### config.mk
export PLATFORM = sky130hd
export DESIGN_NAME = bmp_header_parse_and_pixel_address_top
export DESIGN_NICKNAME = d
export VERILOG_FILES = /design/src/design/bhp_pkg.sv /design/src/design/bhp_front.sv /design/src/design/bhp_queue.sv /design/src/design/bhp_back.sv /design/src/design/bmp_header_parse_and_pixel_address_top.sv
export SDC_FILE = /design/constraint.sdc
export NUM_CORES = 2
export LEC_CHECK = 0
export BUFFER_PORTS_ARGS = -buffer_cell sky130_fd_sc_hd__buf_2
export CORE_ASPECT_RATIO = 1.5
export CORE_UTILIZATION = 46
export DETAILED_ROUTE_END_ITERATION = 7
export GPL_TIMING_DRIVEN = 1
export PLACE_DENSITY_LB_ADDON = 0.08
export SKIP_CTS_REPAIR_TIMING = 1
export SLEW_MARGIN = 10
export SYNTH_ARGS = -nofsm -noshare
export SYNTH_HDL_FRONTEND = slang
export SYNTH_SLANG_ARGS = --single-unit
export TNS_END_PERCENT = 20
### constraint.sdc
create_clock -name clk -period 12.2 [get_ports clk]
set_input_delay 1.22 -clock clk [delete_from_list [all_inputs] [get_ports clk]]
set_output_delay 1.22 -clock clk [all_outputs]
set_load 0.01 [all_outputs]
### src/design/bhp_pkg.sv
// Package for the BMP header parser: constants, codes and the queue entry type.
// No dependencies.
`timescale 1ns / 1ps

package bhp_pkg;

  localparam int FILE_HDR_BYTES = 14;
  localparam int INFO_HDR_BYTES = 40;

  localparam logic [5:0] POS_FILE_LAST = 6'(FILE_HDR_BYTES - 1);
  localparam logic [5:0] POS_INFO_LAST = 6'(FILE_HDR_BYTES + INFO_HDR_BYTES - 1);
  localparam logic [5:0] HDR_BYTES     = 6'(FILE_HDR_BYTES + INFO_HDR_BYTES);

  // byte positions of header fields
  localparam logic [5:0] OFS_SIG    = 6'd0;
  localparam logic [5:0] OFS_DATA   = 6'd10;
  localparam logic [5:0] OFS_DIB    = 6'(FILE_HDR_BYTES);
  localparam logic [5:0] OFS_WIDTH  = 6'(FILE_HDR_BYTES + 4);
  localparam logic [5:0] OFS_HEIGHT = 6'(FILE_HDR_BYTES + 8);
  localparam logic [5:0] OFS_BPP    = 6'(FILE_HDR_BYTES + 14);
  localparam logic [5:0] OFS_COMP   = 6'(FILE_HDR_BYTES + 16);
  localparam logic [5:0] OFS_ISIZE  = 6'(FILE_HDR_BYTES + 20);

  localparam logic [15:0] SIG_BM       = 16'h4D42;
  localparam logic [15:0] BPP_24       = 16'd24;
  localparam logic [31:0] MIN_DIB_SIZE = 32'(INFO_HDR_BYTES);

  localparam logic [1:0] ST_OK       = 2'd0;
  localparam logic [1:0] ST_BAD_FILE = 2'd1;
  localparam logic [1:0] ST_BAD_INFO = 2'd2;

  localparam logic KIND_HDR = 1'b0;
  localparam logic KIND_PIX = 1'b1;

  localparam logic [1:0] REG_MAX_WIDTH  = 2'd0;
  localparam logic [1:0] REG_MAX_HEIGHT = 2'd1;
  localparam logic [1:0] REG_MAX_ISIZE  = 2'd2;

  localparam logic [15:0] RST_MAX_WIDTH  = 16'd1024;
  localparam logic [15:0] RST_MAX_HEIGHT = 16'd1024;
  localparam logic [31:0] RST_MAX_ISIZE  = 32'd1048576;

  typedef struct packed {
    logic        kind;
    logic [1:0]  status;
    logic [15:0] width;
    logic [15:0] height;
    logic [17:0] row_bytes;
    logic [1:0]  padding;
    logic [31:0] data_offset;
    logic [31:0] image_size;
    logic [15:0] x_coord;
    logic [15:0] y_coord;
    logic [17:0] stride;
  } bhp_entry_t;

  typedef struct packed {
    logic full;
    logic empty;
  } bhp_qstat_t;

endpackage

### src/design/bhp_front.sv
// Front end: input transfer, header byte parsing, verdict and query classification.
// Depends on bhp_pkg; feeds bhp_queue.
`timescale 1ns / 1ps

module bhp_front (
  input  logic                clk,
  input  logic                rst,
  input  logic                cfg_valid,
  input  logic [1:0]          cfg_index,
  input  logic [31:0]         cfg_data,
  input  logic                s_tvalid,
  output logic                s_tready,
  input  logic [47:0]         s_tdata,
  input  logic                s_tuser,
  input  bhp_pkg::bhp_qstat_t qstat,
  output logic                push,
  output bhp_pkg::bhp_entry_t entry
);

  function automatic logic [31:0] put4(input logic [31:0] f, input logic [5:0] pos,
                                       input logic [5:0] start, input logic [7:0] b);
    logic [5:0]  rel;
    logic [31:0] r;
    rel = pos - start;
    r   = f;
    if (pos >= start && rel < 6'd4) r[{rel[1:0], 3'b000} +: 8] = b;
    return r;
  endfunction

  function automatic logic [15:0] put2(input logic [15:0] f, input logic [5:0] pos,
                                       input logic [5:0] start, input logic [7:0] b);
    logic [5:0]  rel;
    logic [15:0] r;
    rel = pos - start;
    r   = f;
    if (pos >= start && rel < 6'd2) r[{rel[0], 3'b000} +: 8] = b;
    return r;
  endfunction

  logic [15:0] max_width, max_height;
  logic [31:0] max_isize;

  logic [5:0]  byte_count;
  logic        header_failed;
  logic [15:0] signature, bits_per_pixel;
  logic [31:0] pixel_data_offset, dib_header_size, raw_width, raw_height;
  logic [31:0] compression_code, image_size_reg;
  logic [17:0] row_bytes_reg;

  logic [5:0]  byte_count_next;
  logic        header_failed_next;
  logic [15:0] signature_next, bits_per_pixel_next;
  logic [31:0] pixel_data_offset_next, dib_header_size_next, raw_width_next;
  logic [31:0] raw_height_next, compression_code_next, image_size_reg_next;
  logic [17:0] row_bytes_reg_next;

  logic        s_xfer, hdr_xfer, qry_xfer, restart, take;
  logic [7:0]  b;
  logic [5:0]  pos;
  logic        fail_file, at_info_end, bad_info;
  logic [31:0] abs_w, abs_h;
  logic [17:0] raw3, row_calc;
  logic [1:0]  pad;

  assign s_tready = !qstat.full;
  assign s_xfer   = s_tvalid && s_tready;
  assign hdr_xfer = s_xfer && (s_tuser == bhp_pkg::KIND_HDR);
  assign qry_xfer = s_xfer && (s_tuser == bhp_pkg::KIND_PIX);
  assign b        = s_tdata[7:0];
  assign restart  = hdr_xfer && s_tdata[8];
  assign pos      = restart ? 6'd0 : byte_count;
  assign take     = hdr_xfer && !(header_failed && !restart) && pos < bhp_pkg::HDR_BYTES;

  // at the last byte of either header all checked fields are already registered
  assign fail_file   = take && pos == bhp_pkg::POS_FILE_LAST && signature != bhp_pkg::SIG_BM;
  assign at_info_end = take && pos == bhp_pkg::POS_INFO_LAST;

  assign abs_w = raw_width[31]  ? (32'd0 - raw_width)  : raw_width;
  assign abs_h = raw_height[31] ? (32'd0 - raw_height) : raw_height;
  assign bad_info = dib_header_size < bhp_pkg::MIN_DIB_SIZE ||
                    abs_w > {16'd0, max_width} || abs_h > {16'd0, max_height} ||
                    image_size_reg > max_isize || bits_per_pixel != bhp_pkg::BPP_24 ||
                    compression_code != 32'd0;
  assign raw3     = {1'b0, abs_w[15:0], 1'b0} + {2'b00, abs_w[15:0]};
  assign pad      = 2'd0 - raw3[1:0];
  assign row_calc = raw3 + {16'd0, pad};

  always_comb begin
    signature_next         = restart ? 16'd0 : signature;
    bits_per_pixel_next    = restart ? 16'd0 : bits_per_pixel;
    pixel_data_offset_next = restart ? 32'd0 : pixel_data_offset;
    dib_header_size_next   = restart ? 32'd0 : dib_header_size;
    raw_width_next         = restart ? 32'd0 : raw_width;
    raw_height_next        = restart ? 32'd0 : raw_height;
    compression_code_next  = restart ? 32'd0 : compression_code;
    image_size_reg_next    = restart ? 32'd0 : image_size_reg;
    row_bytes_reg_next     = restart ? 18'd0 : row_bytes_reg;
    header_failed_next     = restart ? 1'b0 : header_failed;
    byte_count_next        = pos;
    if (take) begin
      signature_next         = put2(signature_next, pos, bhp_pkg::OFS_SIG, b);
      pixel_data_offset_next = put4(pixel_data_offset_next, pos, bhp_pkg::OFS_DATA, b);
      dib_header_size_next   = put4(dib_header_size_next, pos, bhp_pkg::OFS_DIB, b);
      raw_width_next         = put4(raw_width_next, pos, bhp_pkg::OFS_WIDTH, b);
      raw_height_next        = put4(raw_height_next, pos, bhp_pkg::OFS_HEIGHT, b);
      bits_per_pixel_next    = put2(bits_per_pixel_next, pos, bhp_pkg::OFS_BPP, b);
      compression_code_next  = put4(compression_code_next, pos, bhp_pkg::OFS_COMP, b);
      image_size_reg_next    = put4(image_size_reg_next, pos, bhp_pkg::OFS_ISIZE, b);
      byte_count_next        = pos + 6'd1;
      if (fail_file) header_failed_next = 1'b1;
      if (at_info_end && !bad_info) row_bytes_reg_next = row_calc;
    end
  end

  always_comb begin
    entry      = '0;
    push       = qry_xfer || fail_file || at_info_end;
    entry.kind = qry_xfer ? bhp_pkg::KIND_PIX : bhp_pkg::KIND_HDR;
    if (qry_xfer) begin
      entry.x_coord = s_tdata[24:9];
      entry.y_coord = s_tdata[40:25];
      entry.stride  = row_bytes_reg;
    end else if (fail_file) begin
      entry.status      = bhp_pkg::ST_BAD_FILE;
      entry.data_offset = {b, pixel_data_offset[23:0]};
    end else begin
      entry.status      = bad_info ? bhp_pkg::ST_BAD_INFO : bhp_pkg::ST_OK;
      entry.data_offset = pixel_data_offset;
      entry.image_size  = image_size_reg;
      if (!bad_info) begin
        entry.width     = abs_w[15:0];
        entry.height    = abs_h[15:0];
        entry.row_bytes = row_calc;
        entry.padding   = pad;
      end
    end
  end

  always_ff @(posedge clk) begin
    if (rst) begin
      max_width         <= bhp_pkg::RST_MAX_WIDTH;
      max_height        <= bhp_pkg::RST_MAX_HEIGHT;
      max_isize         <= bhp_pkg::RST_MAX_ISIZE;
      byte_count        <= 6'd0;
      header_failed     <= 1'b0;
      signature         <= 16'd0;
      bits_per_pixel    <= 16'd0;
      pixel_data_offset <= 32'd0;
      dib_header_size   <= 32'd0;
      raw_width         <= 32'd0;
      raw_height        <= 32'd0;
      compression_code  <= 32'd0;
      image_size_reg    <= 32'd0;
      row_bytes_reg     <= 18'd0;
    end else begin
      if (cfg_valid) begin
        unique case (cfg_index)
          bhp_pkg::REG_MAX_WIDTH:  max_width  <= cfg_data[15:0];
          bhp_pkg::REG_MAX_HEIGHT: max_height <= cfg_data[15:0];
          bhp_pkg::REG_MAX_ISIZE:  max_isize  <= cfg_data;
          default: ;
        endcase
      end
      if (hdr_xfer) begin
        byte_count        <= byte_count_next;
        header_failed     <= header_failed_next;
        signature         <= signature_next;
        bits_per_pixel    <= bits_per_pixel_next;
        pixel_data_offset <= pixel_data_offset_next;
        dib_header_size   <= dib_header_size_next;
        raw_width         <= raw_width_next;
        raw_height        <= raw_height_next;
        compression_code  <= compression_code_next;
        image_size_reg    <= image_size_reg_next;
        row_bytes_reg     <= row_bytes_reg_next;
      end
    end
  end

endmodule

### src/design/bhp_queue.sv
// Small flop-based queue of result entries between front and back end.
// Depends on bhp_pkg.
`timescale 1ns / 1ps

module bhp_queue #(
  parameter int DEPTH = 4
) (
  input  logic                clk,
  input  logic                rst,
  input  logic                push,
  input  bhp_pkg::bhp_entry_t wr_entry,
  input  logic                pop,
  output bhp_pkg::bhp_entry_t rd_entry,
  output bhp_pkg::bhp_qstat_t qstat
);

  localparam int PW = (DEPTH > 1) ? $clog2(DEPTH) : 1;
  localparam int CW = $clog2(DEPTH + 1);

  bhp_pkg::bhp_entry_t slots [DEPTH];
  logic [PW-1:0] wr_ptr, rd_ptr;
  logic [CW-1:0] count;

  assign qstat.full  = count == CW'(DEPTH);
  assign qstat.empty = count == CW'(0);
  assign rd_entry    = slots[rd_ptr];

  always_ff @(posedge clk) begin
    if (push) slots[wr_ptr] <= wr_entry;
  end

  always_ff @(posedge clk) begin
    if (rst) begin
      wr_ptr <= '0;
      rd_ptr <= '0;
      count  <= '0;
    end else begin
      if (push) wr_ptr <= (wr_ptr == PW'(DEPTH - 1)) ? '0 : wr_ptr + PW'(1);
      if (pop)  rd_ptr <= (rd_ptr == PW'(DEPTH - 1)) ? '0 : rd_ptr + PW'(1);
      if (push && !pop) count <= count + CW'(1);
      else if (pop && !push) count <= count - CW'(1);
    end
  end

endmodule

### src/design/bhp_back.sv
// Back end: pixel offset multiply-add and the output register of the result stream.
// Depends on bhp_pkg; drains bhp_queue.
`timescale 1ns / 1ps

module bhp_back (
  input  logic                clk,
  input  logic                rst,
  input  bhp_pkg::bhp_entry_t head,
  input  bhp_pkg::bhp_qstat_t qstat,
  output logic                pop,
  output logic                m_tvalid,
  input  logic                m_tready,
  output logic [151:0]        m_tdata,
  output logic                m_tuser
);

  logic [33:0] prod, pix;
  logic [17:0] x3;
  logic        m_tvalid_next;

  assign prod = head.stride * head.y_coord;
  assign x3   = {1'b0, head.x_coord, 1'b0} + {2'b00, head.x_coord};
  assign pix  = (head.kind == bhp_pkg::KIND_PIX) ? prod + {16'd0, x3} : 34'd0;

  assign pop           = !qstat.empty && (!m_tvalid || m_tready);
  assign m_tvalid_next = pop || (m_tvalid && !m_tready);

  always_ff @(posedge clk) begin
    if (rst) m_tvalid <= 1'b0;
    else m_tvalid <= m_tvalid_next;
  end

  always_ff @(posedge clk) begin
    if (pop) begin
      m_tuser <= head.kind;
      m_tdata <= {pix, head.image_size, head.data_offset, head.padding, head.row_bytes,
                  head.height, head.width, head.status};
    end
  end

endmodule

### src/design/bmp_header_parse_and_pixel_address_top.sv
// BMP header parser and 24-bit pixel addresser, top level.
// Depends on bhp_pkg, bhp_front, bhp_queue and bhp_back.
//
// Input stream s_*: s_tuser low carries a header byte (first_byte restarts
// parsing), s_tuser high a pixel address query. Header bytes give a verdict
// after byte 14 only if the signature is not 'BM', and after byte 54 if it is;
// other bytes give no result. A query always gives one result, 3*x plus the
// row stride of the last good header since reset or restart (else zero) times y.
// Output stream m_*: m_tuser low is a header verdict, high a pixel address.
// Config port cfg_*: index 0 max width, 1 max height, 2 max image size;
// cfg_ready is always high; writes must go in while the block is idle, which the
// block does not enforce. With the queue empty, a result passes the queue slot
// and then the output register before m_tvalid shows it. Throughput: one input
// item per cycle while the queue is not full; the pixel 18x16 multiply sits in
// the output stage. Reset clears the parse state and the row stride, loads the
// default limits and empties the queue and the output register.
// When the receiver stalls, up to QUEUE_DEPTH results wait in the queue
// behind the output register; s_tready drops only when the queue is full.
`timescale 1ns / 1ps

module bmp_header_parse_and_pixel_address_top #(
  parameter int QUEUE_DEPTH = 4
) (
  input  logic         clk,
  input  logic         rst,
  input  logic         cfg_valid,
  output logic         cfg_ready,
  input  logic [1:0]   cfg_index,
  input  logic [31:0]  cfg_data,
  input  logic         s_tvalid,
  output logic         s_tready,
  // data_byte[7:0], first_byte[8], x_coord[24:9], y_coord[40:25], zero[47:41]
  input  logic [47:0]  s_tdata,
  // req_type[0]
  input  logic         s_tuser,
  output logic         m_tvalid,
  input  logic         m_tready,
  // status[1:0], width[17:2], height[33:18], row_bytes[51:34], padding[53:52],
  // data_offset[85:54], image_size[117:86], pixel_offset[151:118]
  output logic [151:0] m_tdata,
  // result_kind[0]
  output logic         m_tuser
);

  bhp_pkg::bhp_entry_t wr_entry, rd_entry;
  bhp_pkg::bhp_qstat_t qstat;
  logic                push, pop;

  assign cfg_ready = 1'b1;

  bhp_front u_front (
    .clk       (clk),
    .rst       (rst),
    .cfg_valid (cfg_valid),
    .cfg_index (cfg_index),
    .cfg_data  (cfg_data),
    .s_tvalid  (s_tvalid),
    .s_tready  (s_tready),
    .s_tdata   (s_tdata),
    .s_tuser   (s_tuser),
    .qstat     (qstat),
    .push      (push),
    .entry     (wr_entry)
  );

  bhp_queue #(
    .DEPTH (QUEUE_DEPTH)
  ) u_queue (
    .clk      (clk),
    .rst      (rst),
    .push     (push),
    .wr_entry (wr_entry),
    .pop      (pop),
    .rd_entry (rd_entry),
    .qstat    (qstat)
  );

  bhp_back u_back (
    .clk      (clk),
    .rst      (rst),
    .head     (rd_entry),
    .qstat    (qstat),
    .pop      (pop),
    .m_tvalid (m_tvalid),
    .m_tready (m_tready),
    .m_tdata  (m_tdata),
    .m_tuser  (m_tuser)
  );

endmodule

## After elaboration in Yosys (flattened, before gate mapping)

Memories as Yosys holds them, arrays and structs flattened. A register that Yosys moved wholly into a read port is not among the register bits.
Index checks and enable logic that the tools add are counted.

| operators by class | value |
|---|---|
| add/subtract/negate cells | 27 |
| $mul | 1 |
| divide/modulo/power cells | 0 |
| magnitude comparators | 21 |
| equality and inequality tests | 9 |
| shifts and indexed selects | 16 |
| mux-type cells | 59 |
| bitwise operators | 1 |
| reductions and logical operators | 48 |

Operator list:

| kind | count |
|---|---|
| $mux 32 | 22 |
| $bwmux 32 | 6 |
| $shift 8x7->32 const A | 6 |
| $shiftx 8x7->32 | 6 |
| $mux 118 | 1 |
| $mux 52 | 2 |
| $mux 16 | 6 |
| $gt 32x16->1 | 2 |
| $sub 1x32->32 const A | 2 |
| $mux 18 | 3 |
| $mux 50 | 1 |
| $neg 5->7 | 6 |
| $add 17x16->18 | 2 |
| $lt 6x3->1 const B | 6 |
| $add 34x18->34 | 1 |
| $mul 18x16->34 | 1 |
| $bwmux 16 | 2 |
| $gt 32x32->1 | 1 |
| $lt 32x6->1 const B | 1 |
| $reduce_bool 32->1 | 1 |
| $shift 8x6->16 const A | 2 |
| $shiftx 8x6->16 | 2 |
| $ge 6x5->1 const B | 4 |
| $sub 6x5->6 const B | 4 |
| other kinds (33) | 92 |

| word-level totals | value |
|---|---|
| bits in registers | 474 |
| latch bits | 0 |
| memory bits (writable) | 676 |
| memory bits (read-only) | 0 |
| bits of input ports | 88 |
| output and inout bits | 156 |
| word-level logic and storage cells | 204 |
| memories kept | 1 |

Memories:

| name | words | bits a word | read ports | clocked after Yosys merged registers in | wr ports | RTL line | RTL |
|---|---|---|---|---|---|---|---|
| u_queue.slots | 4 | 169 | 1 | 1 | 1 | bhp_queue.sv:20 | `bhp_pkg::bhp_entry_t slots [DEPTH];` |

## Longest topological paths before layout

| depth | value |
|---|---|
| word-level depth | 18 |
| gate-level depth with buffers | 29 |
| mapped depth without buffers | 26 |

## Modules after synthesis

From an unflattened synthesis, not the netlist that was laid out.

| unflattened totals | value |
|---|---|
| cells, all modules | 4670 |
| area, all modules | 58232.1 um^2 |

Modules (own cells, without submodules):

| module | times used | cells an instance | area each (um^2) | sequential area each (um^2) |
|---|---|---|---|---|
| bhp_queue | 1 | 927 | 24816.3 | 20479.6 |
| bhp_front | 1 | 2317 | 18011.0 | 6206.0 |
| bhp_back | 1 | 1424 | 15393.5 | 4614.4 |
| bmp_header_parse_and_pixel_address_top | 1 | 2 | 11.3 | 0.0 |

## Least setup slack after synthesis

No wires, ideal clock.

| timing path | value |
|---|---|
| kind | input to register |
| start point | in s_tdata[8] |
| end point | mem u_queue.slots[0][0] (netlist name) (enable) |
| library setup time | 717 ps |
| arrival time | 11167 ps |
| data required time | 11483 ps |
| path slack | 316 ps |
| stages | 11 |
| path buffers | 3 |
| path through | clkbuf_1 -> clkinv_1 -> or4_1 -> clkbuf_1 -> buf_1 -> nand2_1 -> ha_1 -> nand4b_1 -> nor3_1 -> nor3_1 -> nor2b_1 |

| between the ends | value |
|---|---|
| word-level cells in the longest chain between the ends | 12 |
| elaborated cells on any way between the ends | 17 |
| classes of those cells | order compare (1); eq/ne (2); mux (3); reduce/logical (11) |

RTL lines:

| what | RTL line | RTL |
|---|---|---|
| start, declared | bmp_header_parse_and_pixel_address_top.sv:33 | `input logic [47:0] s_tdata,` |
| $logic_and 1x1->1 * | bhp_front.sv:70 | `assign restart = hdr_xfer && s_tdata[8];` |
| parallel branches: the longest is 8 deep, another holds $lt 6x6->1 | -- |  |
| $logic_or 1x1->1 * | bhp_front.sv:117 | `push = qry_xfer \|\| fail_file \|\| at_info_end;` |
| $mux 1 * | bhp_queue.sv:29 | `if (push) slots[wr_ptr] <= wr_entry;` |
| $mux 1 (implied by the code) * | bhp_queue.sv:29 |  |
| end, declared | bhp_queue.sv:20 |  |

Mark *: on every way between the ends.

==> out/results.txt <==
DPL Wire Length: 98.4 mm
Setup tns final: 0 ps
CORE AREA: 0.122 sq mm
Post-synthesis sequential area ratio: 0.546
Top cells by area, synth: edfxtp_1, dfxtp_1, fa_1, mux4_2, ha_1
Mapped Area: 0.0568 sq mm
Antenna Nets Post-Route: 0
Worst EP arrival: 9320 ps
Area leader, netlist: edfxtp_1
Final Hold Viols: 0
Crit Path Category: reg2reg
Final Critical Period: 8850 ps
CTS tree: done
Total global-route track usage: 0.233
CTS H-tree depth: 3
Max-cap violation count: 0
Die Area: 0.125 sq mm
P&R area growth vs syn: 11.3%
Vias per inst: 5.59
RSZ-0062 raised after global routing: false
Critical path's largest stage delay: 940 ps
Largest Register: u_queue.slots
Clock sinks: 1139
Post-DP Area: 0.0596 sq mm
Average size of a mapped cell: 12.6 sq um
Max FFs per register: 668
CP Capture Point: u_back.m_tdata[151]$_SDFFCE_PN0P_
Die Height: 432 um
Pin count of the biggest net entering global routing: 105
Synthesized flop and latch total: 1139
Total grt overflow: 0
Worst r2r path cells: 23
Met3 wire len: 4.97 mm
Startpoint types: flip-flop
WL final: 144 mm
Biggest regs: u_queue.slots (668), u_back.m_tdata (150)
Slowest CP cell: dfxtp_4
CP Capture Type: flip-flop
Initial antenna violation count: 2
Slew @ Worst Pin: 1200 ps
1st-pass router iterations: 5
Root buffer cell: clkbuf_16
Fin area: 0.0632 sq mm
First-pass GRT wire length: 220 mm
Status: complete, no violations
Worst clock skew: 52.8 ps
Die Wd: 289 um
Area of the multi-input gates: 0.0233 sq mm
Setup violators final: 0
Count of different cell masters after synthesis: 82
CP required: 12670 ps
Clock buffer depth: 3
WL met1: 55.5 mm
Placed Cells incl. Taps: 6165
Final #Nets: 5236
Post-Syn Instances: 4527
Top-level I/O count: 244
Yosys warns: 0
Initial DRC count: 2262
Post-synth top area share: 0.433
Register Area: 0.0310 sq mm
Synth async-reset ratio: 0
GPL Wtd Cong: 0.899
Number of buffers added on ports: 234
Hold crit path type: reg2reg
Most used cell, CP: fa_1
Crit path cell chain: buf_4 > mux4_2 > and2_1 > fa_1 > inv_1 > fa_1 > fa_1 > inv_1 > fa_1 > fa_1 > inv_1 > fa_1 > inv_1 > ha_1 > a21oi_1 > o21ai_0 > a221oi_1 > a21oi_1 > o31ai_1 > nor3_1 > o211ai_1 > o31ai_1 > a211o_1
Dominant cell by count in the synthesized netlist: edfxtp_1
Number of buffers created by CTS: 107
Clock transition at the registers of the reported paths: 60 ps
Max Fclk: 0.113 GHz
Rows: 157
Synth cell count leaders: edfxtp_1, inv_1, nand2_1
Slew Viols, Final: 0
Total number of vias: 35600
Post-detailed-route DRC marker count: 0
Number of global-route vias before repair: 37000
Top_reg_cell synth: edfxtp_1
Layout cells sized above 1: 0.141
RR Endpoint: u_back.m_tdata[151]$_SDFFCE_PN0P_
CP max FO: 42
Starting Density: 0.465
Number of synthesized flops with an enable pin: 819
Tcrit/Tclk final: 0.726
Avg WL per Cell: 22.6 um
WL met2: 78.1 mm
DR top layer: met4
Worst relative slew slack: 0.198
R2R setup slack: 3350 ps
FILL cells: 10700
Skew-Pair Late Insertion Delay: 740 ps
Layout Utilization: 0.518
Final cell count without fillers: 6370
-- area by class of cell --
| type | instances | share of cell area |
|---|---|---|
| Tap cell | 1590 | 0.0315 |
| Timing Repair Buffer | 294 | 0.0262 |
| Clock inverter | 47 | 0.00940 |
| Antenna cell | 1 | 0.0000396 |
| Sequential cell | 1139 | 0.490 |
| Inverter | 447 | 0.0265 |
| Multi-Input combinational cell | 2695 | 0.368 |
| Clock buffer | 157 | 0.0477 |
-- worst min path at each step --
stage                                           from                               endpoint  slack [ps]  cells after the start
3_3_place_gp   u_front.row_bytes_reg[2]$_SDFFE_PP0P_  u_front.row_bytes_reg[2]$_SDFFE_PP0P_         440                      1
3_5_place_dp   u_front.row_bytes_reg[0]$_SDFFE_PP0P_  u_front.row_bytes_reg[0]$_SDFFE_PP0P_         440                      1
2_1_floorplan  u_front.row_bytes_reg[0]$_SDFFE_PP0P_  u_front.row_bytes_reg[0]$_SDFFE_PP0P_         420                      1
6_report       u_front.row_bytes_reg[0]$_SDFFE_PP0P_  u_front.row_bytes_reg[0]$_SDFFE_PP0P_         450                      1
5_1_grt        u_front.row_bytes_reg[1]$_SDFFE_PP0P_  u_front.row_bytes_reg[1]$_SDFFE_PP0P_         470                      1
4_1_cts        u_front.row_bytes_reg[1]$_SDFFE_PP0P_  u_front.row_bytes_reg[1]$_SDFFE_PP0P_         450                      1
-- layout by cell type (no fill, tap or decap), drive strengths merged, types with 77 or more instances in the layout --
cell      n
a21oi   167
a32oi   106
and2    167
and3     77
buf     293
clkbuf  158
dfxtp   320
edfxtp  819
fa      256
ha      208
inv     451
mux4    152
nand2   425
nor2    320
o21ai    86
-- critical path, delay by kind of cell (launching register included) --
kind	cells	cell delay, ps
fa+ha+maj	7	3410
buf+inv	5	750
compound gates	8	2260
flops	1	940
simple gates	2	420
mux	1	780
-- cells by family (layout without fill, tap and decap cells) --
family                   count (synthesis)  after routing  share of synthesized area
AO/OA/AOI/OAI                          637            637                     0.0782
XOR/XNOR                                88             88                     0.0136
adder cells (fa/ha/maj)                464            464                      0.136
buffers and inverters                  697            945                     0.0464
flip-flops                            1139           1139                      0.546
multiplexers                           201            201                     0.0693
other                                    2              7                   0.000132
AND/OR/NAND/NOR                       1299           1299                      0.111
-- per-stage QoR --
| stage | hold WS, ps | setup slack [ps] |
|---|---|---|
| 2_1_floorplan | 421 | 316 |
| 3_3_place_gp | 437 | 3200 |
| 3_5_place_dp | 437 | 3200 |
| 4_1_cts | 454 | 3240 |
| 5_1_grt | 468 | 2710 |
| 6_report | 453 | 3350 |
-- metal layers --
layer  track usage  vias up
li1              -    16500
met2         0.435      747
met5             0        -
met4        0.0947        0
met3        0.0259      229
met1         0.268    18100
Power is left out: the tool's default activity adds up to more than one toggle a clock period on the data nets, which glitch-free logic cannot reach.
